File: src/rtl/core/tot_weighted_centroid_min_tdc_unit_defines.svh
// ----------------------------------------------------------------------------
// tot_weighted_centroid_min_tdc_unit assertion macros
// clocked assertion helpers shared by the centroid unit modules
// ----------------------------------------------------------------------------
`ifndef TOT_WEIGHTED_CENTROID_MIN_TDC_UNIT_DEFINES_SVH
`define TOT_WEIGHTED_CENTROID_MIN_TDC_UNIT_DEFINES_SVH

// assertion on an explicit clock and active-low reset
`define TWC_ASSERT_CLK(lbl, clk, rstn, prop, msg) \
  lbl: assert property (@(posedge clk) disable iff (!rstn) (prop)) else $error(msg);

// assertion on the module's clk_i and rst_ni
`define TWC_ASSERT(lbl, prop, msg) \
  `TWC_ASSERT_CLK(lbl, clk_i, rst_ni, prop, msg)

`endif

File: src/rtl/core/twc_pkg.sv
// ----------------------------------------------------------------------------
// twc_pkg
// shared types and constants of the tot weighted centroid unit
// ----------------------------------------------------------------------------
package twc_pkg;

  // field widths
  localparam int unsigned LAYER_W  = 3;
  localparam int unsigned TDC_W    = 16;
  localparam int unsigned POS_W    = 16;
  localparam int unsigned CEN_W    = 16;
  localparam int unsigned TOT_OP_W = TDC_W + 1;
  localparam int unsigned PROD_W   = TOT_OP_W + POS_W;
  localparam int unsigned TOT_W    = 24;
  localparam int unsigned WSUM_W   = 40;
  localparam int unsigned DIVCNT_W = $clog2(WSUM_W);

  // stream payload layout
  localparam int unsigned IN_LAYER_LSB = 0;
  localparam int unsigned IN_LEAD_LSB  = IN_LAYER_LSB + LAYER_W;
  localparam int unsigned IN_TRAIL_LSB = IN_LEAD_LSB + TDC_W;
  localparam int unsigned IN_WIRE_LSB  = IN_TRAIL_LSB + TDC_W;
  localparam int unsigned IN_DATA_W    = 56;
  localparam int unsigned OUT_DATA_W   = 64;
  localparam int unsigned OUT_USER_W   = 3;

  // defaults for the top level parameters
  localparam int unsigned MAX_HITS_DEF   = 64;
  localparam int unsigned NUM_LAYERS_DEF = 6;

  // queue between front and back
  localparam int unsigned FIFO_DEPTH = 4;
  localparam int unsigned FIFO_PTR_W = $clog2(FIFO_DEPTH);

  // configuration register indexes
  localparam int unsigned CFG_IDX_W = 2;
  typedef enum logic [CFG_IDX_W-1:0] {
    CFG_U_POS = 2'd0,
    CFG_U_TIM = 2'd1,
    CFG_V_POS = 2'd2,
    CFG_V_TIM = 2'd3
  } twc_cfg_idx_e;

  localparam logic [LAYER_W-1:0] CFG_RST_U_POS = 3'd0;
  localparam logic [LAYER_W-1:0] CFG_RST_U_TIM = 3'd2;
  localparam logic [LAYER_W-1:0] CFG_RST_V_POS = 3'd3;
  localparam logic [LAYER_W-1:0] CFG_RST_V_TIM = 3'd5;

  typedef struct packed {
    logic [LAYER_W-1:0] u_pos;
    logic [LAYER_W-1:0] u_tim;
    logic [LAYER_W-1:0] v_pos;
    logic [LAYER_W-1:0] v_tim;
  } twc_cfg_t;

  // classified hit handed from front to back
  typedef struct packed {
    logic                       last;
    logic                       hit;
    logic                       u_pos;
    logic                       u_tim;
    logic                       v_pos;
    logic                       v_tim;
    logic [TDC_W-1:0]           lead;
    logic signed [TOT_OP_W-1:0] tot;
    logic signed [POS_W-1:0]    wire_pos;
  } twc_op_t;

  // per-plane accumulator
  typedef struct packed {
    logic [WSUM_W-1:0] wsum;
    logic [TOT_W-1:0]  tot;
    logic [TDC_W-1:0]  min_tdc;
    logic              found;
  } twc_plane_t;

  localparam twc_plane_t PLANE_CLR = '{wsum: '0, tot: '0, min_tdc: '1, found: 1'b0};

  // divider handshake
  typedef struct packed {
    logic start;
    logic ack;
  } twc_div_ctrl_t;

  typedef struct packed {
    logic busy;
    logic done;
  } twc_div_stat_t;

endpackage

File: src/rtl/core/twc_fifo.sv
// ----------------------------------------------------------------------------
// twc_fifo
// short queue of classified hits between front and back
// ----------------------------------------------------------------------------
`include "tot_weighted_centroid_min_tdc_unit_defines.svh"

module twc_fifo (
  input  logic            clk_i,
  input  logic            rst_ni,
  input  logic            push_i,
  input  twc_pkg::twc_op_t data_i,
  output logic            full_o,
  input  logic            pop_i,
  output twc_pkg::twc_op_t data_o,
  output logic            empty_o
);
  import twc_pkg::*;

  twc_op_t                 mem_q [FIFO_DEPTH];
  logic [FIFO_PTR_W-1:0]   wr_ptr_q, rd_ptr_q;
  logic [FIFO_PTR_W:0]     count_q, count_d;

  assign full_o  = (count_q == (FIFO_PTR_W+1)'(FIFO_DEPTH));
  assign empty_o = (count_q == '0);
  assign data_o  = mem_q[rd_ptr_q];

  always_comb begin
    count_d = count_q;
    if (push_i && !pop_i) begin
      count_d = count_q + 1'b1;
    end else if (pop_i && !push_i) begin
      count_d = count_q - 1'b1;
    end
  end

  always_ff @(posedge clk_i or negedge rst_ni) begin
    if (!rst_ni) begin
      wr_ptr_q <= '0;
      rd_ptr_q <= '0;
      count_q  <= '0;
    end else begin
      if (push_i) begin
        wr_ptr_q <= wr_ptr_q + 1'b1;
      end
      if (pop_i) begin
        rd_ptr_q <= rd_ptr_q + 1'b1;
      end
      count_q <= count_d;
    end
  end

  always_ff @(posedge clk_i) begin
    if (push_i) begin
      mem_q[wr_ptr_q] <= data_i;
    end
  end

  `TWC_ASSERT(a_fifo_no_overrun, push_i |-> !full_o || pop_i, "push into full queue")
  `TWC_ASSERT(a_fifo_no_underrun, pop_i |-> !empty_o, "pop from empty queue")
  `TWC_ASSERT(a_fifo_count_max, count_q <= (FIFO_PTR_W+1)'(FIFO_DEPTH), "queue count past depth")

endmodule

File: src/rtl/core/twc_front.sv
// ----------------------------------------------------------------------------
// twc_front
// takes hits from the stream and classifies them per plane role
// ----------------------------------------------------------------------------
module twc_front #(
  parameter int unsigned NUM_LAYERS = twc_pkg::NUM_LAYERS_DEF
) (
  input  twc_pkg::twc_cfg_t              cfg_i,
  input  logic                           s_axis_tvalid,
  output logic                           s_axis_tready,
  input  logic [twc_pkg::IN_DATA_W-1:0]  s_axis_tdata,
  input  logic                           s_axis_tlast,
  input  logic                           s_axis_tuser,
  input  logic                           full_i,
  output logic                           push_o,
  output twc_pkg::twc_op_t               op_o
);
  import twc_pkg::*;

  logic [LAYER_W-1:0] layer;
  logic [TDC_W-1:0]   lead, trail;
  logic               in_range, lead_pos, hit;

  assign layer = s_axis_tdata[IN_LEAD_LSB-1:IN_LAYER_LSB];
  assign lead  = s_axis_tdata[IN_TRAIL_LSB-1:IN_LEAD_LSB];
  assign trail = s_axis_tdata[IN_WIRE_LSB-1:IN_TRAIL_LSB];

  assign in_range = ({1'b0, layer} < (LAYER_W+1)'(NUM_LAYERS));
  assign lead_pos = (lead != '0);
  assign hit      = s_axis_tuser;

  assign s_axis_tready = !full_i;
  // items with neither hit nor event end change nothing and are dropped
  assign push_o = s_axis_tvalid && !full_i && (hit || s_axis_tlast);

  always_comb begin
    op_o.last     = s_axis_tlast;
    op_o.hit      = hit;
    op_o.u_pos    = hit && in_range && (layer == cfg_i.u_pos);
    op_o.u_tim    = hit && in_range && lead_pos && (layer == cfg_i.u_tim);
    op_o.v_pos    = hit && in_range && (layer == cfg_i.v_pos);
    op_o.v_tim    = hit && in_range && lead_pos && (layer == cfg_i.v_tim);
    op_o.lead     = lead;
    op_o.tot      = $signed({1'b0, trail}) - $signed({1'b0, lead});
    op_o.wire_pos = $signed(s_axis_tdata[IN_WIRE_LSB+POS_W-1:IN_WIRE_LSB]);
  end

endmodule

File: src/rtl/core/twc_div.sv
// ----------------------------------------------------------------------------
// twc_div
// bit-serial signed divider, one quotient bit per cycle, saturated result
// ----------------------------------------------------------------------------
module twc_div (
  input  logic                          clk_i,
  input  logic                          rst_ni,
  input  twc_pkg::twc_div_ctrl_t        ctrl_i,
  input  logic [twc_pkg::WSUM_W-1:0]    dividend_i,
  input  logic [twc_pkg::TOT_W-1:0]     divisor_i,
  output twc_pkg::twc_div_stat_t        stat_o,
  output logic [twc_pkg::CEN_W-1:0]     quot_o
);
  import twc_pkg::*;

  localparam logic [DIVCNT_W-1:0] DIV_LAST = DIVCNT_W'(WSUM_W - 1);
  localparam logic [WSUM_W-1:0]   POS_LIM  = WSUM_W'((2 ** (CEN_W - 1)) - 1);
  localparam logic [WSUM_W-1:0]   NEG_LIM  = WSUM_W'(2 ** (CEN_W - 1));
  localparam logic [CEN_W-1:0]    POS_SAT  = {1'b0, {(CEN_W-1){1'b1}}};
  localparam logic [CEN_W-1:0]    NEG_SAT  = {1'b1, {(CEN_W-1){1'b0}}};

  logic                busy_q, done_q;
  logic [DIVCNT_W-1:0] cnt_q;
  logic [TOT_W-1:0]    rem_q, rem_d, div_q;
  logic [WSUM_W-1:0]   quo_q, quo_d, mag;
  logic                neg_q;
  logic [TOT_W:0]      rem_sh;
  logic                ge;

  assign mag    = dividend_i[WSUM_W-1] ? (~dividend_i + 1'b1) : dividend_i;
  assign rem_sh = {rem_q, quo_q[WSUM_W-1]};
  assign ge     = (rem_sh >= {1'b0, div_q});
  // restoring step, remainder stays below the divisor
  assign rem_d  = ge ? TOT_W'(rem_sh - {1'b0, div_q}) : rem_sh[TOT_W-1:0];
  assign quo_d  = {quo_q[WSUM_W-2:0], ge};

  always_ff @(posedge clk_i or negedge rst_ni) begin
    if (!rst_ni) begin
      busy_q <= 1'b0;
      done_q <= 1'b0;
      cnt_q  <= '0;
    end else if (ctrl_i.start) begin
      busy_q <= 1'b1;
      done_q <= 1'b0;
      cnt_q  <= '0;
    end else if (busy_q) begin
      cnt_q <= cnt_q + 1'b1;
      if (cnt_q == DIV_LAST) begin
        busy_q <= 1'b0;
        done_q <= 1'b1;
      end
    end else if (ctrl_i.ack) begin
      done_q <= 1'b0;
    end
  end

  always_ff @(posedge clk_i) begin
    if (ctrl_i.start) begin
      quo_q <= mag;
      rem_q <= '0;
      div_q <= divisor_i;
      neg_q <= dividend_i[WSUM_W-1];
    end else if (busy_q) begin
      quo_q <= quo_d;
      rem_q <= rem_d;
    end
  end

  // magnitude quotient back to signed, clamped to the output range
  always_comb begin
    if (!neg_q) begin
      quot_o = (quo_q > POS_LIM) ? POS_SAT : quo_q[CEN_W-1:0];
    end else begin
      quot_o = (quo_q > NEG_LIM) ? NEG_SAT : (~quo_q[CEN_W-1:0] + 1'b1);
    end
  end

  assign stat_o.busy = busy_q;
  assign stat_o.done = done_q;

endmodule

File: src/rtl/core/twc_back.sv
// ----------------------------------------------------------------------------
// twc_back
// per-plane accumulation, event-end division and result register
// ----------------------------------------------------------------------------
`include "tot_weighted_centroid_min_tdc_unit_defines.svh"

module twc_back #(
  parameter int unsigned MAX_HITS = twc_pkg::MAX_HITS_DEF
) (
  input  logic                            clk_i,
  input  logic                            rst_ni,
  input  logic                            op_valid_i,
  input  twc_pkg::twc_op_t                op_i,
  output logic                            op_pop_o,
  output logic                            m_axis_tvalid,
  input  logic                            m_axis_tready,
  output logic [twc_pkg::OUT_DATA_W-1:0]  m_axis_tdata,
  output logic [twc_pkg::OUT_USER_W-1:0]  m_axis_tuser
);
  import twc_pkg::*;

  localparam int unsigned CNT_W = $clog2(MAX_HITS + 1);

  twc_plane_t        u_q, u_d, v_q, v_d;
  logic [CNT_W-1:0]  cnt_q, cnt_d;
  logic              ovf_q, ovf_d;
  logic signed [PROD_W-1:0] prod;
  logic [WSUM_W-1:0] prod_x;
  logic              pop, out_load;

  twc_div_ctrl_t     div_ctrl;
  twc_div_stat_t     u_stat, v_stat;
  logic [CEN_W-1:0]  u_quot, v_quot;

  // event summary kept while the division runs
  logic              u_ok_q, v_ok_q, res_ovf_q;
  logic [TDC_W-1:0]  u_min_q, v_min_q;

  logic                  m_valid_q;
  logic [OUT_DATA_W-1:0] m_data_q;
  logic [OUT_USER_W-1:0] m_user_q;

  function automatic twc_plane_t plane_acc(twc_plane_t p, logic pos, logic tim,
                                           logic [TOT_W-1:0] tot_x,
                                           logic [WSUM_W-1:0] w_x,
                                           logic [TDC_W-1:0] lead);
    twc_plane_t r;
    r = p;
    if (pos) begin
      r.tot  = p.tot + tot_x;
      r.wsum = p.wsum + w_x;
    end
    if (tim && (!p.found || (lead < p.min_tdc))) begin
      r.min_tdc = lead;
      r.found   = 1'b1;
    end
    return r;
  endfunction

  function automatic logic plane_ok(twc_plane_t p);
    return !p.tot[TOT_W-1] && (p.tot != '0) && p.found;
  endfunction

  assign prod   = op_i.tot * op_i.wire_pos;
  assign prod_x = {{(WSUM_W-PROD_W){prod[PROD_W-1]}}, prod};

  // an event end waits until the divider is free and its last result has moved to the result register
  assign pop      = op_valid_i && (!op_i.last || (!u_stat.busy && !u_stat.done));
  assign op_pop_o = pop;
  assign out_load = u_stat.done && (!m_valid_q || m_axis_tready);

  assign div_ctrl.start = pop && op_i.last;
  assign div_ctrl.ack   = out_load;

  always_comb begin
    u_d   = plane_acc(u_q, op_i.u_pos, op_i.u_tim,
                      {{(TOT_W-TOT_OP_W){op_i.tot[TOT_OP_W-1]}}, op_i.tot},
                      prod_x, op_i.lead);
    v_d   = plane_acc(v_q, op_i.v_pos, op_i.v_tim,
                      {{(TOT_W-TOT_OP_W){op_i.tot[TOT_OP_W-1]}}, op_i.tot},
                      prod_x, op_i.lead);
    cnt_d = cnt_q;
    ovf_d = ovf_q;
    if (op_i.hit) begin
      if (cnt_q >= CNT_W'(MAX_HITS)) begin
        ovf_d = 1'b1;
      end else begin
        cnt_d = cnt_q + 1'b1;
      end
    end
  end

  always_ff @(posedge clk_i or negedge rst_ni) begin
    if (!rst_ni) begin
      u_q   <= PLANE_CLR;
      v_q   <= PLANE_CLR;
      cnt_q <= '0;
      ovf_q <= 1'b0;
    end else if (pop) begin
      if (op_i.last) begin
        u_q   <= PLANE_CLR;
        v_q   <= PLANE_CLR;
        cnt_q <= '0;
        ovf_q <= 1'b0;
      end else begin
        u_q   <= u_d;
        v_q   <= v_d;
        cnt_q <= cnt_d;
        ovf_q <= ovf_d;
      end
    end
  end

  always_ff @(posedge clk_i) begin
    if (div_ctrl.start) begin
      u_ok_q    <= plane_ok(u_d);
      v_ok_q    <= plane_ok(v_d);
      u_min_q   <= u_d.min_tdc;
      v_min_q   <= v_d.min_tdc;
      res_ovf_q <= ovf_d;
    end
  end

  twc_div u_div_u (
    .clk_i      (clk_i),
    .rst_ni     (rst_ni),
    .ctrl_i     (div_ctrl),
    .dividend_i (u_d.wsum),
    .divisor_i  (u_d.tot),
    .stat_o     (u_stat),
    .quot_o     (u_quot)
  );

  twc_div u_div_v (
    .clk_i      (clk_i),
    .rst_ni     (rst_ni),
    .ctrl_i     (div_ctrl),
    .dividend_i (v_d.wsum),
    .divisor_i  (v_d.tot),
    .stat_o     (v_stat),
    .quot_o     (v_quot)
  );

  // result register, invalid planes read as zero
  always_ff @(posedge clk_i or negedge rst_ni) begin
    if (!rst_ni) begin
      m_valid_q <= 1'b0;
    end else if (out_load) begin
      m_valid_q <= 1'b1;
    end else if (m_axis_tready) begin
      m_valid_q <= 1'b0;
    end
  end

  always_ff @(posedge clk_i) begin
    if (out_load) begin
      m_data_q <= {v_ok_q ? v_min_q : '0, v_ok_q ? v_quot : '0,
                   u_ok_q ? u_min_q : '0, u_ok_q ? u_quot : '0};
      m_user_q <= {res_ovf_q, v_ok_q, u_ok_q};
    end
  end

  assign m_axis_tvalid = m_valid_q;
  assign m_axis_tdata  = m_data_q;
  assign m_axis_tuser  = m_user_q;

  `TWC_ASSERT(a_div_start_idle, div_ctrl.start |-> !u_stat.busy && !u_stat.done, "divider restarted")
  `TWC_ASSERT(a_div_lockstep, u_stat.busy == v_stat.busy && u_stat.done == v_stat.done, "dividers apart")
  `TWC_ASSERT(a_clear_after_last, pop && op_i.last |=> cnt_q == '0 && !ovf_q && !u_q.found && !v_q.found, "not cleared")

endmodule

File: src/rtl/core/tot_weighted_centroid_min_tdc_unit.sv
// ----------------------------------------------------------------------------
// tot_weighted_centroid_min_tdc_unit
// tot weighted wire centroid and minimum leading tdc for two chamber planes
// ----------------------------------------------------------------------------
// path: a hit is accumulated once the back pops it from the queue; an event end
//   gives its result through the queue, a 40-step divider and the result register
// throughput: one hit per cycle while the queue has room; an event end waits until
//   the bit-serial dividers, one per plane and run in parallel, are free again
// reset: layer selects return to u 0/2 and v 3/5, all event sums are cleared
module tot_weighted_centroid_min_tdc_unit #(
  parameter int unsigned MAX_HITS   = twc_pkg::MAX_HITS_DEF,
  parameter int unsigned NUM_LAYERS = twc_pkg::NUM_LAYERS_DEF
) (
  input  logic                            clk_i,
  input  logic                            rst_ni,
  // configuration write port
  input  logic                            cfg_we_i,
  input  logic [twc_pkg::CFG_IDX_W-1:0]   cfg_idx_i,
  input  logic [twc_pkg::LAYER_W-1:0]     cfg_data_i,
  // hit stream
  input  logic                            s_axis_tvalid,
  output logic                            s_axis_tready,
  // layer[2:0], lead_tdc[18:3], trailing_tdc[34:19], wire_position[50:35], zero pad
  input  logic [twc_pkg::IN_DATA_W-1:0]   s_axis_tdata,
  // last_in_event
  input  logic                            s_axis_tlast,
  // hit_present
  input  logic                            s_axis_tuser,
  // result stream
  output logic                            m_axis_tvalid,
  input  logic                            m_axis_tready,
  // u_centroid[15:0], u_min_tdc[31:16], v_centroid[47:32], v_min_tdc[63:48]
  output logic [twc_pkg::OUT_DATA_W-1:0]  m_axis_tdata,
  // u_valid[0], v_valid[1], hit_overflow[2]
  output logic [twc_pkg::OUT_USER_W-1:0]  m_axis_tuser
);
  import twc_pkg::*;

  twc_cfg_t cfg_q;
  twc_op_t  push_op, pop_op;
  logic     push, full, pop, empty;

  // layer selects; the user writes them only while the unit is idle, the block does not enforce it
  always_ff @(posedge clk_i or negedge rst_ni) begin
    if (!rst_ni) begin
      cfg_q.u_pos <= CFG_RST_U_POS;
      cfg_q.u_tim <= CFG_RST_U_TIM;
      cfg_q.v_pos <= CFG_RST_V_POS;
      cfg_q.v_tim <= CFG_RST_V_TIM;
    end else if (cfg_we_i) begin
      case (cfg_idx_i)
        CFG_U_POS: cfg_q.u_pos <= cfg_data_i;
        CFG_U_TIM: cfg_q.u_tim <= cfg_data_i;
        CFG_V_POS: cfg_q.v_pos <= cfg_data_i;
        CFG_V_TIM: cfg_q.v_tim <= cfg_data_i;
        default: ;
      endcase
    end
  end

  // front: classify each hit by the plane roles of its layer
  twc_front #(
    .NUM_LAYERS (NUM_LAYERS)
  ) u_front (
    .cfg_i         (cfg_q),
    .s_axis_tvalid (s_axis_tvalid),
    .s_axis_tready (s_axis_tready),
    .s_axis_tdata  (s_axis_tdata),
    .s_axis_tlast  (s_axis_tlast),
    .s_axis_tuser  (s_axis_tuser),
    .full_i        (full),
    .push_o        (push),
    .op_o          (push_op)
  );

  // queue lets the front keep taking hits while the back divides
  twc_fifo u_fifo (
    .clk_i   (clk_i),
    .rst_ni  (rst_ni),
    .push_i  (push),
    .data_i  (push_op),
    .full_o  (full),
    .pop_i   (pop),
    .data_o  (pop_op),
    .empty_o (empty)
  );

  // back: sums, minimum tdc, division at event end, result register
  twc_back #(
    .MAX_HITS (MAX_HITS)
  ) u_back (
    .clk_i         (clk_i),
    .rst_ni        (rst_ni),
    .op_valid_i    (!empty),
    .op_i          (pop_op),
    .op_pop_o      (pop),
    .m_axis_tvalid (m_axis_tvalid),
    .m_axis_tready (m_axis_tready),
    .m_axis_tdata  (m_axis_tdata),
    .m_axis_tuser  (m_axis_tuser)
  );

endmodule

File: config.mk
export PLATFORM = sky130hd
export DESIGN_NAME = tot_weighted_centroid_min_tdc_unit
export DESIGN_NICKNAME = d
export VERILOG_FILES = /design/src/rtl/core/twc_pkg.sv /design/src/rtl/core/twc_fifo.sv /design/src/rtl/core/twc_front.sv /design/src/rtl/core/twc_div.sv /design/src/rtl/core/twc_back.sv /design/src/rtl/core/tot_weighted_centroid_min_tdc_unit.sv
export VERILOG_INCLUDE_DIRS = /design/src /design/src/rtl/core
export SDC_FILE = /design/constraint.sdc
export NUM_CORES = 2
export LEC_CHECK = 0
export CORE_MARGIN = 10
export CORE_UTILIZATION = 46
export CTS_BUF_LIST = sky130_fd_sc_hd__clkbuf_2 sky130_fd_sc_hd__clkbuf_4 sky130_fd_sc_hd__clkbuf_8
export CTS_CLUSTER_SIZE = 25
export DETAILED_ROUTE_END_ITERATION = 10
export DONT_BUFFER_PORTS = 1
export PLACE_DENSITY = 0.62
export SKIP_CTS_REPAIR_TIMING = 1
export SYNTH_ARGS = -nofsm -noshare
export SYNTH_HDL_FRONTEND = slang
export SYNTH_HIERARCHICAL = 1
export SYNTH_SLANG_ARGS = --single-unit
File: constraint.sdc
create_clock -name clk_i -period 12.6 [get_ports clk_i]
set_input_delay 2.52 -clock clk_i [delete_from_list [all_inputs] [get_ports clk_i]]
set_output_delay 2.52 -clock clk_i [all_outputs]
set_load 0.005 [all_outputs]
-- Word-level counts from Yosys, hierarchy flattened
Memories as Yosys holds them, arrays and structs flattened.
Index checks and enable logic that the tools add are counted.
Widths: inputs -> output; s select.
- register bits: 485
- RAM bits: 220
- input port bits: 68
- output and inout bits: 69
- logic and storage cells: 185
- memories: 1
- memories (name ; words ; width ; rd ports ; clocked after memory_dff ; wr ports ; RTL line ; text):
    u_fifo.mem_q ; 4 ; 55 ; 1 ; 0 ; 1 ; twc_fifo.sv:19 ; twc_op_t mem_q [FIFO_DEPTH];
- add/sub/neg operators: 18
- $mul: 1
- $lt $le $gt $ge: 10
- equal/unequal tests: 12
- multiplexer cells: 46
- bitwise operators: 4
- reduce and logical (&&, ||, !) cells: 54
- operators by type and width (kind ; number):
    $mux 40 ; 6
    $mux 81 ; 2
    $mux 64 ; 2
    $mux 16 ; 6
    $add 40x1->40 const B ; 2
    $add 40x40->40 ; 2
    $gt 40x15->1 const B ; 2
    $gt 40x16->1 const B ; 2
    $not 40->40 ; 2
    $ge 25x24->1 ; 2
    $add 24x24->24 ; 2
    $mux 24 ; 2
    $reduce_bool 24->1 ; 2
    $sub 24x24->24 ; 2
    $mux 17 ; 2
    $mul 17x16->33 ; 1
    $add 16x1->16 const B ; 2
    $lt 16x16->1 ; 2
    $not 16->16 ; 2
    $mux 6 ; 4
    $mux 7 ; 3
    $logic_and 1x1->1 ; 20
    $mux 1 ; 17
    $sub 16x16->17 ; 1
    24 further kinds ; 55

-- Logic depth before layout (Yosys ltp)
- depth after elaboration: 8
- gate-level depth with buffers: 46
- depth with buffers taken out: 43

-- Modules after synthesis
The synthesis kept the hierarchy.
- modules (own cells, without submodules) (module ; times used ; cells each ; area each (µm²) ; seq. area each (µm²)):
    twc_back ; 1 ; 3075 ; 29291.8 ; 7382.1
    twc_fifo ; 1 ; 321 ; 8324.2 ; 6781.5
    twc_div (u_back.u_div_v) ; 1 ; 711 ; 6590.1 ; 2632.5
    twc_div (u_back.u_div_u) ; 1 ; 721 ; 6387.4 ; 2632.5
    twc_front ; 1 ; 195 ; 1378.8 ; 0.0
    tot_weighted_centroid_min_tdc_unit ; 1 ; 29 ; 484.2 ; 306.5

-- Worst setup path before layout
No wires, ideal clock.
- path kind: register to register
- start point: register u_fifo.rd_ptr_q[0]
- end point: register u_back.u_div_u.quo_q[37], data pin
- setup time: 0.270 ns
- arrival time: 10.572 ns
- data required time: 12.330 ns
- path slack: 1.757 ns
- stages on the path, launching flop included: 40
- buffers on the path: 4
- period minus slack after synthesis: 10.843 ns
- cell sequence: dfrtp_1 -> buf_6 -> buf_6 -> mux4_2 -> clkbuf_1 -> and2_1 -> fa_1 -> inv_1 -> fa_1 -> inv_1 -> fa_1 -> fa_1 -> fa_1 -> inv_1 -> fa_1 -> inv_1 -> ha_1 -> a22o_1 -> [... 4 more ...] -> xnor2_1 -> ha_1 -> clkbuf_1 -> a21o_1 -> a21oi_1 -> o221ai_1 -> or3b_4 -> a221oi_4 -> nand2b_1 -> a21oi_1 -> xnor2_1 -> mux2_2 -> or4_1 -> or4_1 -> or2_2 -> o31ai_1 -> xor2_1 -> a21oi_1
- RTL lines (element ; RTL line ; text):
    from (decl) ; twc_fifo.sv:20 ; logic [FIFO_PTR_W-1:0] wr_ptr_q, rd_ptr_q;
    from (signal assigned) ; twc_fifo.sv:46 ; rd_ptr_q <= rd_ptr_q + 1'b1;
    to (signal assigned) ; twc_div.sv:59 ; quo_q <= mag;
    to (signal assigned) ; twc_div.sv:64 ; quo_q <= quo_d;
    to (decl) ; twc_div.sv:25 ; logic [WSUM_W-1:0] quo_q, quo_d, mag;

==> results.py <==
metrics = {
    "timing": {
        "post-route-min-period_ns": 11.98,
        "fmax_ghz": 0.0835,
        "rsz0062_at_grt": "no",
        "slew_violations": 0,
        "worst_pin_slew_ns": 1.26,
        "hold_violations": 0,
        "finClkSkew_ns": 0.0573,
        "slew-limit-headroom": 0.158,
        "setup_tns_ns": 0,
        "setup_viol": 0,
        "fin_crit_sh": 0.951,
        "worst_slack_ns": 0.622,
    },
    "grt": {
        "antenna_found_initial": 5,
        "overflow": 0,
        "grt_pass1_vias": 37600,
        "grt_max_degree": 206,
        "grt.total_usage": 0.200,
        "grt_pass1_wl_um": 206000,
    },
    "routing": {
        "routedWlPerCell_um": 19.4,
        "vias_per_cell": 5.60,
        "vias": 37200,
        "drc": 0,
        "drtIter0Drc": 2249,
        "antenna_left": 0,
        "wl_um": 129000,
        "firstDrtPassIters": 7,
    },
    "worst_setup_path": {
        "crit_arrival_ns": 12.50,
        "worstSetupPathType": "register to register",
        "cpPeakStageDelay_ns": 0.75,
        "cp-start-kind": "register",
        "critPathMostFrequentCell": "fa_1",
        "cp_max_fo": 22,
        "cp-end-kind": "register",
        "slowest_stage": "mux4_2",
        "worstPathRequired_ns": 13.13,
    },
    "floorplanning": {
        "num_rows": 123,
        "die-area_um2": 128000,
        "pin_count": 137,
        "initial_core_util": 0.464,
        "core-area_um2": 113000,
        "die_y_um": 357,
        "die_w_um": 357,
    },
    "cts": {
        "cts_buffers": 121,
        "clkTransAtPathRegs_ns": 0.06,
        "cts_max_level": 3,
        "insertion_delay_ns": 0.83,
        "clock-sinks": 705,
        "clk_path_buf_depth": 3,
        "cts_tree": "yes",
        "cts-root-buf": "clkbuf_8",
    },
    "layout": {
        "drive_above_1_share": 0.117,
        "finish.utilization": 0.503,
        "syn2layout_area_growth_pct": 8.19,
        "instances_no_fill": 6634,
        "fin_nets": 5698,
    },
    "hold_path": {
        "hold_class": "register to register",
    },
    "placement": {
        "place_inst": 6403,
        "place_ws_ns": 0.512,
        "io_buffers": 0,
        "gp_congestion": 0.904,
        "detailed_place_hpwl_um": 94000,
    },
    "synth": {
        "synth.net_count": 5717,
        "syn-instance-count": 5045,
        "ys_warn_count": 6,
        "avgSynthCellArea_um2": 10.4,
        "netlist_area_um2": 52400,
    },
    "run_status": {
        "status": "finished clean",
    },
    "flow_run": {
        "maxCapViolations": 0,
    },
}
flip-flops by register name (all words and copies together), names as in the netlist, 12 cells and up:
register	cells
u_back/u_q	81
u_back/u_div_v/rem_q	24
u_back/m_axis_tdata	64
u_back/v_min_q	16
cfg_q	12
u_back/u_div_u/div_q	24
u_back/u_div_u/rem_q	24
u_fifo/mem_q	220
u_back/u_div_v/quo_q	40
u_back/u_min_q	16
u_back/v_q	81
u_back/u_div_v/div_q	24
u_back/u_div_u/quo_q	40
critical path: cells and delay by family, from the launching register on:
| family | cells | cell delay, ns |
|---|---|---|
| flip-flops | 1 | 0.53 |
| adder cells (fa/ha/maj) | 8 | 3.95 |
| XOR/XNOR | 3 | 0.66 |
| AND/OR/NAND/NOR | 8 | 2.67 |
| buffers and inverters | 5 | 0.44 |
| AO/OA/AOI/OAI | 11 | 2.31 |
| multiplexers | 2 | 1.08 |
area by class of cell:
type / instances / area [um2]
multi-input cells: 3565 / 29600
diodes: 4 / 10.0
well taps: 1500 / 1880
clock buffers: 181 / 2200
flip-flops and latches: 705 / 19700
repair buffers: 91 / 721
inverters: 542 / 2030
clock inverters: 46 / 495
fillers: 10300 / 56100
cell usage in the layout, fill, tap and decap left out, types with 33 or more instances in the layout:
cell type and n:
clkbuf_8 134, a211oi_1 42, mux4_2 53, dfxtp_1 48
nand2b_1 53, a21o_1 116, clkbuf_4 47, nand3_1 70
nor2b_1 47, mux2_2 109, dfrtp_1 165, buf_4 88
fa_1 284, mux2i_1 45, ha_1 320, o31ai_1 35
nor3_1 57, dfstp_2 37, o21ai_0 206, o21a_1 35
a22o_1 83, inv_1 540, nand4_1 33, or3_1 38
xnor2_1 151, nor2_1 273, nor4_1 35, a21oi_1 271
nand2_1 412, and2_1 202, and3_1 39, xor2_1 137
edfxtp_1 452
per-stage QoR:
stage | hold slack [ns] | area, um2
2_1_floorplan | 0.400 | 52400
3_3_place_gp | 0.404 | 54000
3_5_place_dp | 0.421 | 54000
4_1_cts | 0.430 | 56700
5_1_grt | 0.454 | 56700
6_report | 0.428 | 56700
worst paths after layout:
| path | startpoint | to | slack, ns | cells past startpoint |
|---|---|---|---|---|
| max | u_fifo/rd_ptr_q[0] | u_back/u_div_u/quo_q[37] | 0.62 | 37 |
| min | u_back/res_ovf_q | u_back/m_axis_tuser[2] | 0.43 | 0 |
| max reg2reg | u_fifo/rd_ptr_q[0] | u_back/u_div_u/quo_q[37] | 0.62 | 37 |
| min reg2reg | u_back/res_ovf_q | u_back/m_axis_tuser[2] | 0.43 | 0 |
| max in group asynchronous | rst_ni | u_fifo/rd_ptr_q[0] | 10.48 | 0 |
| min in group asynchronous | rst_ni | u_back/u_div_u/cnt_q[3] | 1.43 | 0 |
layer usage:
layer | wire, um | track usage | vias up
met5 | 13 | 0 | -
met4 | 3880 | 0.0620 | 2
met3 | 7730 | 0.0447 | 212
met2 | 60200 | 0.327 | 844
met1 | 57000 | 0.264 | 18300
li1 | - | - | 17800
Power is not shown: default switching activity piles up to over one toggle a cycle in this logic, so the estimate is an artifact.
